===== src/rtl/psh_pkg.sv =====
// ----------------------------------------------------------------------------
// psh_pkg
// Shared types and constants of the program stream sector header parser.
// ----------------------------------------------------------------------------
package psh_pkg;

    localparam int SECTOR_BYTES = 2048;
    localparam int OFF_W        = $clog2(SECTOR_BYTES + 1);
    localparam int P_W          = 5;   // packet start: 14..21
    localparam int Q_W          = 10;  // payload start: up to 285
    localparam int F_W          = 17;  // frame start: payload + 3 + pointer

    localparam logic [7:0] PACK_ID    = 8'hba;
    localparam logic [7:0] PRIV1_ID   = 8'hbd;
    localparam logic [7:0] AC3_FIRST  = 8'h80;
    localparam logic [7:0] DTS_FIRST  = 8'h88;
    localparam logic [7:0] DTS_LAST   = 8'h8f;
    localparam logic [7:0] LPCM_FIRST = 8'ha0;
    localparam logic [7:0] LPCM_LAST  = 8'ha7;

    typedef enum logic [1:0] {
        ST_OK       = 2'd0,
        ST_NO_PACK  = 2'd1,
        ST_NO_PKT   = 2'd2
    } status_t;

    typedef enum logic [2:0] {
        AK_NONE    = 3'd0,
        AK_AC3     = 3'd1,
        AK_AC3_ERR = 3'd2,
        AK_DTS     = 3'd3,
        AK_LPCM    = 3'd4
    } audio_kind_t;

    // Parse state of one finished sector, handed from capture to decode.
    typedef struct packed {
        logic             pack_bad;
        logic             pkt_bad;
        logic             pts_flag;
        logic             p_valid;
        logic [OFF_W-1:0] byte_count;
        logic [P_W-1:0]   pkt_start;
        logic [15:0]      pes_len;
        logic [F_W-1:0]   frame_start;
        logic [15:0]      unit_ptr;
        logic [47:0]      scr_raw;
        logic [39:0]      pts_raw;
        logic [63:0]      dts_raw;
        logic [31:0]      ac3_win;
        logic [7:0]       stream_id;
        logic [7:0]       sub_id;
        logic [7:0]       lpcm_hdr;
    } psh_snap_t;

endpackage


===== src/rtl/psh_if.sv =====
// ----------------------------------------------------------------------------
// psh_if
// Handshake channels: sector byte beats in, header result beats out.
// ----------------------------------------------------------------------------
interface psh_byte_if;
    logic       valid;
    logic       ready;
    logic [7:0] sector_byte;
    logic       sector_end;

    modport source (output valid, sector_byte, sector_end, input ready);
    modport sink   (input valid, sector_byte, sector_end, output ready);
endinterface

interface psh_result_if;
    logic        valid;
    logic        ready;
    logic [1:0]  pack_status;
    logic [7:0]  stream_ident;
    logic [7:0]  substream_ident;
    logic [41:0] system_clock_ref;
    logic        pts_present;
    logic [32:0] presentation_stamp;
    logic [2:0]  audio_kind;
    logic [3:0]  audio_rate_code;
    logic [5:0]  audio_channel_code;
    logic [13:0] audio_size_code;
    logic [4:0]  audio_bitrate_code;
    logic [7:0]  audio_extras;

    modport source (output valid, pack_status, stream_ident, substream_ident,
                    system_clock_ref, pts_present, presentation_stamp, audio_kind,
                    audio_rate_code, audio_channel_code, audio_size_code,
                    audio_bitrate_code, audio_extras, input ready);
    modport sink   (input valid, pack_status, stream_ident, substream_ident,
                    system_clock_ref, pts_present, presentation_stamp, audio_kind,
                    audio_rate_code, audio_channel_code, audio_size_code,
                    audio_bitrate_code, audio_extras, output ready);
endinterface


===== src/rtl/psh_capture.sv =====
// ----------------------------------------------------------------------------
// psh_capture
// Track the byte offset, check start codes and grab header bytes per beat.
// ----------------------------------------------------------------------------
module psh_capture
(
    input  logic                clk,
    input  logic                rst_n,
    psh_byte_if.sink            sector,
    output logic                snap_valid,
    input  logic                snap_ready,
    output psh_pkg::psh_snap_t  snap
);
    import psh_pkg::*;

    psh_snap_t        st_reg, st_next, st_upd;
    psh_snap_t        snap_reg;
    logic             snap_valid_reg, snap_valid_next;
    logic [Q_W-1:0]   q_reg, q_next, q_upd;
    logic             q_valid_reg, q_valid_next, q_upd_v;
    logic             f_valid_reg, f_valid_next, f_upd_v;
    logic             accept;
    logic [OFF_W-1:0] off, r, s;
    logic [F_W-1:0]   t;
    logic [7:0]       b;
    logic [2:0]       ci, pi, di;
    logic [1:0]       ai;

    assign sector.ready = !snap_valid_reg || snap_ready;
    assign accept       = sector.valid && sector.ready;
    assign snap_valid   = snap_valid_reg;
    assign snap         = snap_reg;

    always_comb
    begin
        st_upd  = st_reg;
        q_upd   = q_reg;
        q_upd_v = q_valid_reg;
        f_upd_v = f_valid_reg;
        off     = st_reg.byte_count;
        b       = sector.sector_byte;
        r       = off - OFF_W'(st_reg.pkt_start);
        s       = off - OFF_W'(q_reg);
        t       = F_W'(off) - st_reg.frame_start;
        ci      = 3'(4'd9 - off[3:0]);
        pi      = 3'(r[3:0] - 4'd9);
        pi      = 3'd4 - pi;
        di      = 3'(s[4:0] - 5'd9);
        ai      = 2'(t[2:0]);
        if (off < OFF_W'(SECTOR_BYTES))
        begin
            st_upd.byte_count = off + 1'b1;
            if (off < OFF_W'(4))
            begin
                if (b != ((off == OFF_W'(3)) ? PACK_ID :
                          (off == OFF_W'(2)) ? 8'h01 : 8'h00))
                    st_upd.pack_bad = 1'b1;
            end
            else if (off < OFF_W'(10))
            begin
                st_upd.scr_raw[{ci, 3'b000} +: 8] = b;
            end
            if (off == OFF_W'(13))
            begin
                st_upd.pkt_start = P_W'(5'd14 + {2'b00, b[2:0]});
                st_upd.p_valid   = 1'b1;
            end
            if (st_reg.p_valid && off >= OFF_W'(st_reg.pkt_start))
            begin
                if (r < OFF_W'(3))
                begin
                    if (b != ((r == OFF_W'(2)) ? 8'h01 : 8'h00))
                        st_upd.pkt_bad = 1'b1;
                end
                else if (r == OFF_W'(3))
                    st_upd.stream_id = b;
                else if (r == OFF_W'(4))
                    st_upd.pes_len[15:8] = b;
                else if (r == OFF_W'(5))
                    st_upd.pes_len[7:0] = b;
                else if (r == OFF_W'(7))
                begin
                    if (b[7])
                        st_upd.pts_flag = 1'b1;
                end
                else if (r == OFF_W'(8))
                begin
                    q_upd   = Q_W'(st_reg.pkt_start) + Q_W'(9) + Q_W'(b);
                    q_upd_v = 1'b1;
                end
                else if (r >= OFF_W'(9) && r <= OFF_W'(13))
                    st_upd.pts_raw[{pi, 3'b000} +: 8] = b;
            end
            if (q_valid_reg && off >= OFF_W'(q_reg))
            begin
                if (s == OFF_W'(0))
                    st_upd.sub_id = b;
                else if (s == OFF_W'(2))
                    st_upd.unit_ptr[15:8] = b;
                else if (s == OFF_W'(3))
                begin
                    st_upd.unit_ptr[7:0] = b;
                    st_upd.frame_start   = F_W'(q_reg) + F_W'(3)
                                         + F_W'({st_reg.unit_ptr[15:8], b});
                    f_upd_v              = 1'b1;
                end
                else if (s == OFF_W'(5))
                    st_upd.lpcm_hdr = b;
                else if (s >= OFF_W'(9) && s <= OFF_W'(16))
                    st_upd.dts_raw[{3'd7 - di, 3'b000} +: 8] = b;
            end
            if (f_valid_reg && F_W'(off) >= st_reg.frame_start)
            begin
                if (t >= F_W'(4) && t <= F_W'(7))
                    st_upd.ac3_win[{2'd3 - ai, 3'b000} +: 8] = b;
            end
        end
    end

    always_comb
    begin
        st_next         = st_reg;
        q_next          = q_reg;
        q_valid_next    = q_valid_reg;
        f_valid_next    = f_valid_reg;
        snap_valid_next = snap_valid_reg;
        if (snap_ready)
            snap_valid_next = 1'b0;
        if (accept)
        begin
            if (sector.sector_end)
            begin
                // Sector done: hand off the final state, start over.
                snap_valid_next = 1'b1;
                st_next         = '0;
                q_next          = '0;
                q_valid_next    = 1'b0;
                f_valid_next    = 1'b0;
            end
            else
            begin
                st_next      = st_upd;
                q_next       = q_upd;
                q_valid_next = q_upd_v;
                f_valid_next = f_upd_v;
            end
        end
    end

    always_ff @(posedge clk or negedge rst_n)
    begin
        if (!rst_n)
        begin
            st_reg         <= '0;
            q_reg          <= '0;
            q_valid_reg    <= 1'b0;
            f_valid_reg    <= 1'b0;
            snap_valid_reg <= 1'b0;
        end
        else
        begin
            st_reg         <= st_next;
            q_reg          <= q_next;
            q_valid_reg    <= q_valid_next;
            f_valid_reg    <= f_valid_next;
            snap_valid_reg <= snap_valid_next;
        end
    end

    always_ff @(posedge clk)
    begin
        if (accept && sector.sector_end)
            snap_reg <= st_upd;
    end

endmodule


===== src/rtl/psh_decode.sv =====
// ----------------------------------------------------------------------------
// psh_decode
// Turn a finished sector's parse state into the result beat.
// ----------------------------------------------------------------------------
module psh_decode
(
    input  logic                clk,
    input  logic                rst_n,
    input  logic                snap_valid,
    output logic                snap_ready,
    input  psh_pkg::psh_snap_t  snap,
    psh_result_if.source        result
);
    import psh_pkg::*;

    logic             res_valid_reg;
    logic [1:0]       status_reg, status_next;
    logic [7:0]       sid_reg, sid_next, sub_reg, sub_next;
    logic [41:0]      scr_reg, scr_next;
    logic             ptsp_reg, ptsp_next;
    logic [32:0]      pts_reg, pts_next;
    logic [2:0]       kind_reg, kind_next;
    logic [3:0]       rate_reg, rate_next;
    logic [5:0]       chan_reg, chan_next;
    logic [13:0]      size_reg, size_next;
    logic [4:0]       brate_reg, brate_next;
    logic [7:0]       extra_reg, extra_next;

    logic             load;
    logic [32:0]      base;
    logic [7:0]       sub;
    logic [2:0]       acmod;
    logic [5:0]       k, sh;
    logic [F_W:0]     need, limit;
    logic [7:0]       b5, b6, b7, b8, b9, b10, b11, b12;

    assign snap_ready = !res_valid_reg || result.ready;
    assign load       = snap_valid && snap_ready;

    always_comb
    begin
        status_next = ST_OK;
        sid_next    = '0;
        sub_next    = '0;
        scr_next    = '0;
        ptsp_next   = 1'b0;
        pts_next    = '0;
        kind_next   = AK_NONE;
        rate_next   = '0;
        chan_next   = '0;
        size_next   = '0;
        brate_next  = '0;
        extra_next  = '0;
        base  = {snap.scr_raw[45:43], snap.scr_raw[41:27], snap.scr_raw[25:11]};
        sub   = (snap.stream_id == PRIV1_ID) ? snap.sub_id : snap.stream_id;
        acmod = snap.ac3_win[15:13];
        k     = 6'd51;
        if (acmod[0] && acmod != 3'd1)
            k = k + 6'd2;
        if (acmod[2])
            k = k + 6'd2;
        if (acmod == 3'd2)
            k = k + 6'd2;
        sh    = 6'd63 - k;
        need  = (F_W+1)'(snap.frame_start) + (F_W+1)'(k[5:3]) + 1'b1;
        limit = (F_W+1)'(snap.pkt_start) + (F_W+1)'(6) + (F_W+1)'(snap.pes_len);
        if (limit > (F_W+1)'(SECTOR_BYTES))
            limit = (F_W+1)'(SECTOR_BYTES);
        {b5, b6, b7, b8, b9, b10, b11, b12} = snap.dts_raw;
        if (snap.pack_bad || snap.byte_count < OFF_W'(4))
            status_next = ST_NO_PACK;
        else if (snap.pkt_bad || !snap.p_valid
                 || snap.byte_count <= OFF_W'(snap.pkt_start) + OFF_W'(2))
            status_next = ST_NO_PKT;
        else
        begin
            sid_next = snap.stream_id;
            sub_next = sub;
            // base * 300 as shifted adds: 256 + 32 + 8 + 4
            scr_next = {1'b0, base, 8'd0} + {4'd0, base, 5'd0}
                     + {6'd0, base, 3'd0} + {7'd0, base, 2'd0}
                     + {33'd0, snap.scr_raw[9:1]};
            if (snap.stream_id == PRIV1_ID && snap.pts_flag)
            begin
                ptsp_next = 1'b1;
                pts_next  = {snap.pts_raw[35:33], snap.pts_raw[31:17], snap.pts_raw[15:1]};
            end
            if (sub inside {[AC3_FIRST:DTS_FIRST - 8'd1]})
            begin
                if (snap.unit_ptr == 16'd0 || need > limit)
                    kind_next = AK_AC3_ERR;
                else
                begin
                    kind_next  = AK_AC3;
                    rate_next  = {2'b00, snap.ac3_win[31:30]};
                    chan_next  = {3'b000, acmod};
                    size_next  = {8'd0, snap.ac3_win[29:24]};
                    extra_next = {7'd0, snap.ac3_win[sh[4:0]]};
                end
            end
            else if (sub inside {[DTS_FIRST:DTS_LAST]})
            begin
                kind_next  = AK_DTS;
                rate_next  = b8[5:2];
                chan_next  = {b7[3:0], b8[7:6]};
                size_next  = {b5[1:0], b6, b7[7:4]};
                brate_next = {b8[1:0], b9[7:5]};
                extra_next = {b10[7:5], b11[0], b12[7:6], b10[2:1]};
            end
            else if (sub inside {[LPCM_FIRST:LPCM_LAST]})
            begin
                kind_next  = AK_LPCM;
                rate_next  = {2'b00, snap.lpcm_hdr[5:4]};
                chan_next  = {3'b000, snap.lpcm_hdr[2:0]};
                extra_next = {4'b0000, snap.lpcm_hdr[7:6], 2'b00};
            end
        end
    end

    always_ff @(posedge clk or negedge rst_n)
    begin
        if (!rst_n)
            res_valid_reg <= 1'b0;
        else if (snap_ready)
            res_valid_reg <= snap_valid;
    end

    always_ff @(posedge clk)
    begin
        if (load)
        begin
            status_reg <= status_next;
            sid_reg    <= sid_next;
            sub_reg    <= sub_next;
            scr_reg    <= scr_next;
            ptsp_reg   <= ptsp_next;
            pts_reg    <= pts_next;
            kind_reg   <= kind_next;
            rate_reg   <= rate_next;
            chan_reg   <= chan_next;
            size_reg   <= size_next;
            brate_reg  <= brate_next;
            extra_reg  <= extra_next;
        end
    end

    assign result.valid              = res_valid_reg;
    assign result.pack_status        = status_reg;
    assign result.stream_ident       = sid_reg;
    assign result.substream_ident    = sub_reg;
    assign result.system_clock_ref   = scr_reg;
    assign result.pts_present        = ptsp_reg;
    assign result.presentation_stamp = pts_reg;
    assign result.audio_kind         = kind_reg;
    assign result.audio_rate_code    = rate_reg;
    assign result.audio_channel_code = chan_reg;
    assign result.audio_size_code    = size_reg;
    assign result.audio_bitrate_code = brate_reg;
    assign result.audio_extras       = extra_reg;

`ifndef SYNTHESIS
    a_fail_clear: assert property (@(posedge clk) disable iff (!rst_n)
        res_valid_reg && status_reg != ST_OK |-> kind_reg == AK_NONE && sid_reg == 8'd0)
        else $error("failed header check left fields set");
    a_pts_priv: assert property (@(posedge clk) disable iff (!rst_n)
        res_valid_reg && ptsp_reg |-> sid_reg == PRIV1_ID)
        else $error("PTS flagged outside private stream 1");
    a_ac3_err: assert property (@(posedge clk) disable iff (!rst_n)
        res_valid_reg && kind_reg == AK_AC3_ERR |-> rate_reg == 4'd0 && chan_reg == 6'd0)
        else $error("AC3 error result carries audio fields");
    a_load: assert property (@(posedge clk) disable iff (!rst_n)
        snap_valid && snap_ready |=> res_valid_reg)
        else $error("accepted snapshot produced no result");
`endif

endmodule


===== src/rtl/program_stream_sector_header_parser.sv =====
// ----------------------------------------------------------------------------
// program_stream_sector_header_parser
// Pack and PES header parser for program stream sectors, one byte per beat.
// ----------------------------------------------------------------------------
// Throughput: one sector byte accepted per cycle, also while a result waits.
// A sector's final state is registered by capture, then by decode's result.
// The capture stage and decode stage each hold one sector; once both hold a
// finished sector and the output is blocked, every further byte stalls.
// Reset (rst_n low, asynchronous) clears all parse state and both valids.
// ----------------------------------------------------------------------------
module program_stream_sector_header_parser
(
    input  logic          clk,
    input  logic          rst_n,
    psh_byte_if.sink      sector,
    psh_result_if.source  result
);
    import psh_pkg::*;

    // Hand-off between capture and decode: final state of one sector.
    psh_snap_t snap;
    logic      snap_valid;
    logic      snap_ready;

    // Track offsets, check start codes and grab raw header bytes per beat.
    psh_capture u_capture
    (
        .clk        (clk),
        .rst_n      (rst_n),
        .sector     (sector),
        .snap_valid (snap_valid),
        .snap_ready (snap_ready),
        .snap       (snap)
    );

    // Unpack SCR, PTS and audio header fields into the result register.
    psh_decode u_decode
    (
        .clk        (clk),
        .rst_n      (rst_n),
        .snap_valid (snap_valid),
        .snap_ready (snap_ready),
        .snap       (snap),
        .result     (result)
    );

endmodule


===== src/flat_wrapper.sv =====
// flat-port wrapper written by rule: the top's interface ports become plain ports
module program_stream_sector_header_parser_flat import psh_pkg::*;
  (clk, rst_n, sector_valid, sector_sector_byte, sector_sector_end, sector_ready, result_valid, result_pack_status, result_stream_ident, result_substream_ident, result_system_clock_ref, result_pts_present, result_presentation_stamp, result_audio_kind, result_audio_rate_code, result_audio_channel_code, result_audio_size_code, result_audio_bitrate_code, result_audio_extras, result_ready);
  psh_byte_if sector_i ();
  psh_result_if result_i ();
  input  logic clk;
  input  logic rst_n;
  input wire logic [$bits(sector_i.valid)-1:0] sector_valid;
  input wire logic [$bits(sector_i.sector_byte)-1:0] sector_sector_byte;
  input wire logic [$bits(sector_i.sector_end)-1:0] sector_sector_end;
  output wire logic [$bits(sector_i.ready)-1:0] sector_ready;
  output wire logic [$bits(result_i.valid)-1:0] result_valid;
  output wire logic [$bits(result_i.pack_status)-1:0] result_pack_status;
  output wire logic [$bits(result_i.stream_ident)-1:0] result_stream_ident;
  output wire logic [$bits(result_i.substream_ident)-1:0] result_substream_ident;
  output wire logic [$bits(result_i.system_clock_ref)-1:0] result_system_clock_ref;
  output wire logic [$bits(result_i.pts_present)-1:0] result_pts_present;
  output wire logic [$bits(result_i.presentation_stamp)-1:0] result_presentation_stamp;
  output wire logic [$bits(result_i.audio_kind)-1:0] result_audio_kind;
  output wire logic [$bits(result_i.audio_rate_code)-1:0] result_audio_rate_code;
  output wire logic [$bits(result_i.audio_channel_code)-1:0] result_audio_channel_code;
  output wire logic [$bits(result_i.audio_size_code)-1:0] result_audio_size_code;
  output wire logic [$bits(result_i.audio_bitrate_code)-1:0] result_audio_bitrate_code;
  output wire logic [$bits(result_i.audio_extras)-1:0] result_audio_extras;
  input wire logic [$bits(result_i.ready)-1:0] result_ready;
  assign sector_i.valid = sector_valid;
  assign sector_i.sector_byte = sector_sector_byte;
  assign sector_i.sector_end = sector_sector_end;
  assign sector_ready = sector_i.ready;
  assign result_valid = result_i.valid;
  assign result_pack_status = result_i.pack_status;
  assign result_stream_ident = result_i.stream_ident;
  assign result_substream_ident = result_i.substream_ident;
  assign result_system_clock_ref = result_i.system_clock_ref;
  assign result_pts_present = result_i.pts_present;
  assign result_presentation_stamp = result_i.presentation_stamp;
  assign result_audio_kind = result_i.audio_kind;
  assign result_audio_rate_code = result_i.audio_rate_code;
  assign result_audio_channel_code = result_i.audio_channel_code;
  assign result_audio_size_code = result_i.audio_size_code;
  assign result_audio_bitrate_code = result_i.audio_bitrate_code;
  assign result_audio_extras = result_i.audio_extras;
  assign result_i.ready = result_ready;
  program_stream_sector_header_parser u_core (.clk(clk), .rst_n(rst_n), .sector(sector_i), .result(result_i));
endmodule

===== config.mk =====
export PLATFORM = sky130hd
export DESIGN_NAME = program_stream_sector_header_parser_flat
export DESIGN_NICKNAME = d
export VERILOG_FILES = /design/src/rtl/psh_pkg.sv /design/src/rtl/psh_if.sv /design/src/rtl/psh_capture.sv /design/src/rtl/psh_decode.sv /design/src/rtl/program_stream_sector_header_parser.sv /design/src/flat_wrapper.sv
export SDC_FILE = /design/constraint.sdc
export NUM_CORES = 1
export LEC_CHECK = 0
export ABC_AREA = 0
export BUFFER_PORTS_ARGS = -buffer_cell sky130_fd_sc_hd__buf_2
export CAP_MARGIN = 25
export CORE_ASPECT_RATIO = 1.2
export CORE_UTILIZATION = 40
export CTS_BUF_LIST = sky130_fd_sc_hd__clkbuf_8 sky130_fd_sc_hd__clkbuf_16
export DETAILED_ROUTE_END_ITERATION = 6
export GPL_ROUTABILITY_DRIVEN = 0
export PLACE_DENSITY = 0.57
export SLEW_MARGIN = 20
export SYNTH_ARGS = -nofsm -noshare
export SYNTH_HDL_FRONTEND = slang
export SYNTH_HIERARCHICAL = 1
export SYNTH_SLANG_ARGS = --single-unit

===== constraint.sdc =====
create_clock -name clk -period 8 [get_ports clk]
set_clock_uncertainty 0.15 [all_clocks]
set_input_delay 2 -clock clk [delete_from_list [all_inputs] [get_ports clk]]
set_output_delay 2 -clock clk [all_outputs]
set_load 0.02 [all_outputs]

# Yosys cells after proc, flatten, opt, wreduce, memory -nomap -nowiden
# Cells that the tools add are included.
classes:
  shifts: 8
  n_mux: 117
  bitwise: 2
  reduce_logical: 35
  magnitude_cmp: 24
  n_eq_ne: 24
  add_sub_neg: 31
ops:
  columns: ["op", "n"]
  rows:
  - ["2-to-1 mux 278 bit", 2]
  - ["2-to-1 mux 64 bit", 6]
  - ["2-to-1 mux 40 bit", 8]
  - ["2-to-1 mux 8 bit", 18]
  - ["2-to-1 mux 48 bit", 2]
  - ["2-to-1 mux 10 bit", 9]
  - ["equality test 12 x 2 -> 1 bit (second input constant)", 6]
  - ["2-to-1 mux 33 bit", 2]
  - ["bitwise mux 64 bit", 1]
  - ["2-to-1 mux 16 bit", 4]
  - ["2-to-1 mux 32 bit", 2]
  - ["variable shift 8 x 8 -> 64 bit (first input constant)", 1]
  - ["variable part select 8 x 8 -> 64 bit", 1]
  - ["2-to-1 mux 17 bit", 3]
  - ["bitwise mux 48 bit", 1]
  - ["equality test 12 x 3 -> 1 bit (second input constant)", 4]
  - ["variable shift 8 x 8 -> 48 bit (first input constant)", 1]
  - ["variable part select 8 x 8 -> 48 bit", 1]
  - ["adder 41 x 38 -> 42 bit", 1]
  - ["adder 42 x 35 -> 42 bit", 1]
  - ["adder 42 x 36 -> 42 bit", 1]
  - ["adder 42 x 9 -> 42 bit", 1]
  - ["bitwise mux 40 bit", 1]
  - ["variable shift 8 x 8 -> 40 bit (first input constant)", 1]
  - ["other kinds (71)", 163]
totals:
  elab_cells: 290
  ff_bits: 692
  output_inout_bits: 136

# Longest topological paths before layout
logic_depth:
  word_depth: 16
  depth_mapped: 23

# Cells and area by module
# Netlist, hierarchy kept.
by_module_without_submodules:
  columns: ["mod", "cells_each", "instances", "area_each_um2"]
  rows:
  - ["psh_capture", 2465, 1, 27679.0]
  - ["psh_decode", 912, 1, 10331.2]

# Worst setup path after synthesis
# No wires, ideal clock.
synth_timing:
  kind: "input to register"
  start: "input result_ready"
  end: "register u_core.u_capture.q_reg[0]"
  path_buffers: 1
  t_arrival_ns: 9.726
  slack_ns: -2.012
  required_time_ns: 7.714
  stages: 9
  cell_sequence: "nand2b_1 -> nand2b_1 -> and2_1 -> clkbuf_1 -> nand2_1 -> inv_1 -> a41oi_1 -> nand2_1 -> o21ai_0"
synth_via:
  elab_chain_len: 4
synth_lines:
  columns: ["element", "line_no", "source"]
  rows:
  - ["start: declaration", "flat_wrapper.sv:25", "input wire logic [$bits(result_i.ready)-1:0] result_ready;"]
  - ["logical OR 1 bit", "psh_decode.sv:37", "assign snap_ready = !res_valid_reg || result.ready;"]
  - ["logical OR 1 bit", "psh_capture.sv:29", "assign sector.ready = !snap_valid_reg || snap_ready;"]
  - ["named net sector_ready", "flat_wrapper.sv:11", "output wire logic [$bits(sector_i.ready)-1:0] sector_ready;"]
  - ["logical AND 1 bit", "psh_capture.sv:30", "assign accept = sector.valid && sector.ready;"]
  - ["AND reduction 9 bit (no line)", null, null]
  - ["end signal: assignment", "psh_capture.sv:163", "q_reg <= q_next;"]
  - ["end: declaration", "psh_capture.sv:19", "logic [Q_W-1:0] q_reg, q_next, q_upd;"]
# The timed path passes the listed nets, and every way through them passes these cells.
# A chain may end at the register's enable or synchronous reset.

# Worst setup path in the final report
layout_timing:
  start: "register u_core.u_capture.snap_reg, in the netlist u_core/u_capture/snap[258]"
  end: "register u_core.u_decode.chan_reg[0] (netlist: u_core/u_decode/result.audio_channel_code[0]), data pin"
layout_via:
  elab_chain_len: 8
  word_cells_on_any_way: 12
layout_lines:
  columns: ["element", "line_no", "source"]
  rows:
  - ["start: declaration", "psh_capture.sv:17", "psh_snap_t snap_reg;"]
  - ["start signal: assignment", "psh_capture.sv:173", "snap_reg <= st_upd;"]
  - ["adder 5 x 3 -> 6 bit", "psh_decode.sv:66", "limit = (F_W+1)'(snap.pkt_start) + (F_W+1)'(6) + (F_W+1)'(snap.pes_len);"]
  - ["adder 6 x 16 -> 17 bit", "psh_decode.sv:66", null]
  - ["> comparator 17 x 12 -> 1 bit", "psh_decode.sv:67", "if (limit > (F_W+1)'(SECTOR_BYTES))"]
  - ["2-to-1 mux 17 bit", "psh_decode.sv:67", null]
  - ["> comparator 18 bit", "psh_decode.sv:90", "if (snap.unit_ptr == 16'd0 || need > limit)"]
  - ["logical OR 1 bit", "psh_decode.sv:90", null]
  - ["2-to-1 mux 3 bit", "psh_decode.sv:90", null]
  - ["2-to-1 mux 6 bit", "psh_decode.sv:88", "if (sub inside {[AC3_FIRST:DTS_FIRST - 8'd1]})"]
  - ["end signal: assignment", "psh_decode.sv:140", "chan_reg <= chan_next;"]
  - ["end: declaration", "psh_decode.sv:24", "logic [5:0] chan_reg, chan_next;"]
# Several ways; a longest one is shown, not always the timed one.

==> impl_metrics.tcl <==
set metrics [dict create \
    status "finished clean" \
    setup_viol 0 \
    wl_per_cell_um 21.71 \
    clk_pin_slew_ns 0.06 \
    largest_reg_flops 219 \
    fmax_ghz 0.1698 \
    cap_viol_max_count 0 \
    total_power_mw 9.601 \
    power_switching_mw 3.223 \
    antenna_found_initial 0 \
    ant_nets 0 \
    arrival_ns 6.22 \
    post-dp-hpwl_um 61620 \
    final_hold_viol_count 0 \
    grt_max_degree 186 \
    cts_tree "built" \
    crit_path_max_fanout 13 \
    netlist_instances 3012 \
    die_width_um 264.5 \
    via_per_inst 5.764 \
    clk-insertion-delay-late_ns 0.63 \
    slowest_delay_ns 0.71 \
    htreeDepth 3 \
    grt_pass1_wl_um 139700 \
    vdd_drop_max_mv 0.1348 \
    cp-end-kind "flip-flop" \
    post-route-period-util_pct 73.60 \
    drive_gt1_share_pct 13.12 \
    first_pass_iters 6 \
    post_cts_resized 0 \
    worstPathCellList "inv_1 > ha_1 > inv_1 > ha_1 > fa_1 > a21oi_1 > o21bai_1 > a21oi_1 > o21ai_0 > mux2i_1 > a21oi_1 > o41ai_2 > nand3b_1 > ha_1 > nand4_1 > nor4_1 > a21boi_0 > a311oi_1 > o311ai_1 > nor2_1 > a221o_1" \
    drc_errors 0 \
    nNetsFinal 3355 \
    cpLargestDelayFamily "compound AO/OA/AOI/OAI gates" \
    postCtsSetupBuffers 0 \
    io_pins 149 \
    drv_slew 0 \
    die-area_um2 83820 \
    slowest_stage "nor2_1" \
    syn_area_um2 33070 \
    pwr-share-seq_pct 38.6 \
    internal-power_mw 6.378 \
    grt_remaining_overflow 0 \
    area_delta_synth_final_pct 11.83 \
    routed-via-count 24090 \
    ctsHoldBuffers 0 \
    yosysWarnings 6 \
    clock-sinks 585 \
    setup_tns_ns 0 \
    drtIter0Drc 2050 \
    root_buffer "clkbuf_16" \
    cts_buffers 66 \
    min_period_ns 5.888 \
    tightestPinTransition_ns 1.036 \
    core_um2 81870 \
    p_leak_nw 15.29 \
    pwr-share-comb_pct 29.6 \
    syn_area_per_cell_um2 10.98 \
    first_global_vias 23640 \
    rsz0062_at_grt "false" \
    clock_path_buffers 3 \
    cp-start-kind "flip-flop" \
    critPathBufInv 2 \
    wl_um 90730 \
    crit_required_ns 8.33 \
    grt_usage_pct 21.51 \
    rows 115 \
    start_util_pct 40.39 \
    io_buffers 148 \
    min_path_type "flip-flop to flip-flop" \
    final_core_util_pct 45.16 \
    die_h_um 317.0 \
    p_clk_share_pct 31.7 \
    powerDensity_nw_per_um2 259.7 \
    path_class "flip-flop to flip-flop" \
    swShare_pct 33.57 \
    relSlewSlack_pct 30.79 \
]
layout make-up:
class	instances	area, µm²
fill	7496	44900
multi-input combinational	2121	15510
timing repair buffer	188	1141
antenna	1	2.502
sequential	585	16410
inverter	113	429.2
tap	1053	1318
clock buffer	73	1782
clock inverter	45	386.6
routing by layer:
layer  GRT usage [%]  up-vias  wire, µm
met1           29.53    11920     40440
li1                -    11200         -
met2           35.19      816     42480
met3           2.865      145      5070
met5               0        -         0
met4           7.122        0      2749
layout by cell type (no fill, tap or decap), drive strengths merged, types with 58 or more instances in the layout:
cell type  instances
ha               196
fa                71
o21ai            208
a22o              63
a221o             61
xnor2             58
buf              187
edfxtp           353
nand3             71
clkbuf            74
nor2             151
mux2              75
dfrtp            232
a21oi             80
inv              126
and2              68
nand2            381
worst min-delay path, cell delays in order (launching register included):
cell	delay, ns
dfrtp_1	0.34
nand2_1	0.05
o21ai_0	0.06
power groups by stage:
stage               Combinational [mW]  Sequential (mW)  Clock, mW
global route                      3.16             3.74       3.23
detailed placement                2.80             3.77          0
finish                            2.85             3.71       3.05
floorplan                         2.04             3.78          0
CTS                               2.82             3.71       3.12
global placement                  2.74             3.76          0
per-stage QoR:
stage	setup slack, ns	instances	instance area (µm²)	hold WS [ns]
2_1_floorplan	0.4340	3017	33090	0.2996
3_3_place_gp	2.318	4055	34740	0.3122
3_5_place_dp	2.152	4055	34740	0.3209
4_1_cts	2.133	4173	36910	0.3333
5_1_grt	1.599	4178	36970	0.3523
6_report	2.112	4179	36980	0.3342
worst paths after layout:
| check | start | end | slack [ns] | depth (start not counted) |
|---|---|---|---|---|
| max | u_core/u_capture/snap[258] | u_core/u_decode/result.audio_channel_code[0] | 2.11 | 21 |
| min | u_core/u_capture/st_reg[171] | u_core/u_capture/st_reg[171] | 0.33 | 2 |
| max reg2reg | u_core/u_capture/snap[258] | u_core/u_decode/result.audio_channel_code[0] | 2.11 | 21 |
| min reg2reg | u_core/u_capture/st_reg[171] | u_core/u_capture/st_reg[171] | 0.33 | 2 |
| max in group asynchronous | rst_n | u_core/u_capture/st_reg[184] | 5.04 | 2 |
| min in group asynchronous | rst_n | u_core/u_capture/st_reg[77] | 1.20 | 1 |
Power figures use the tool's default switching activity.
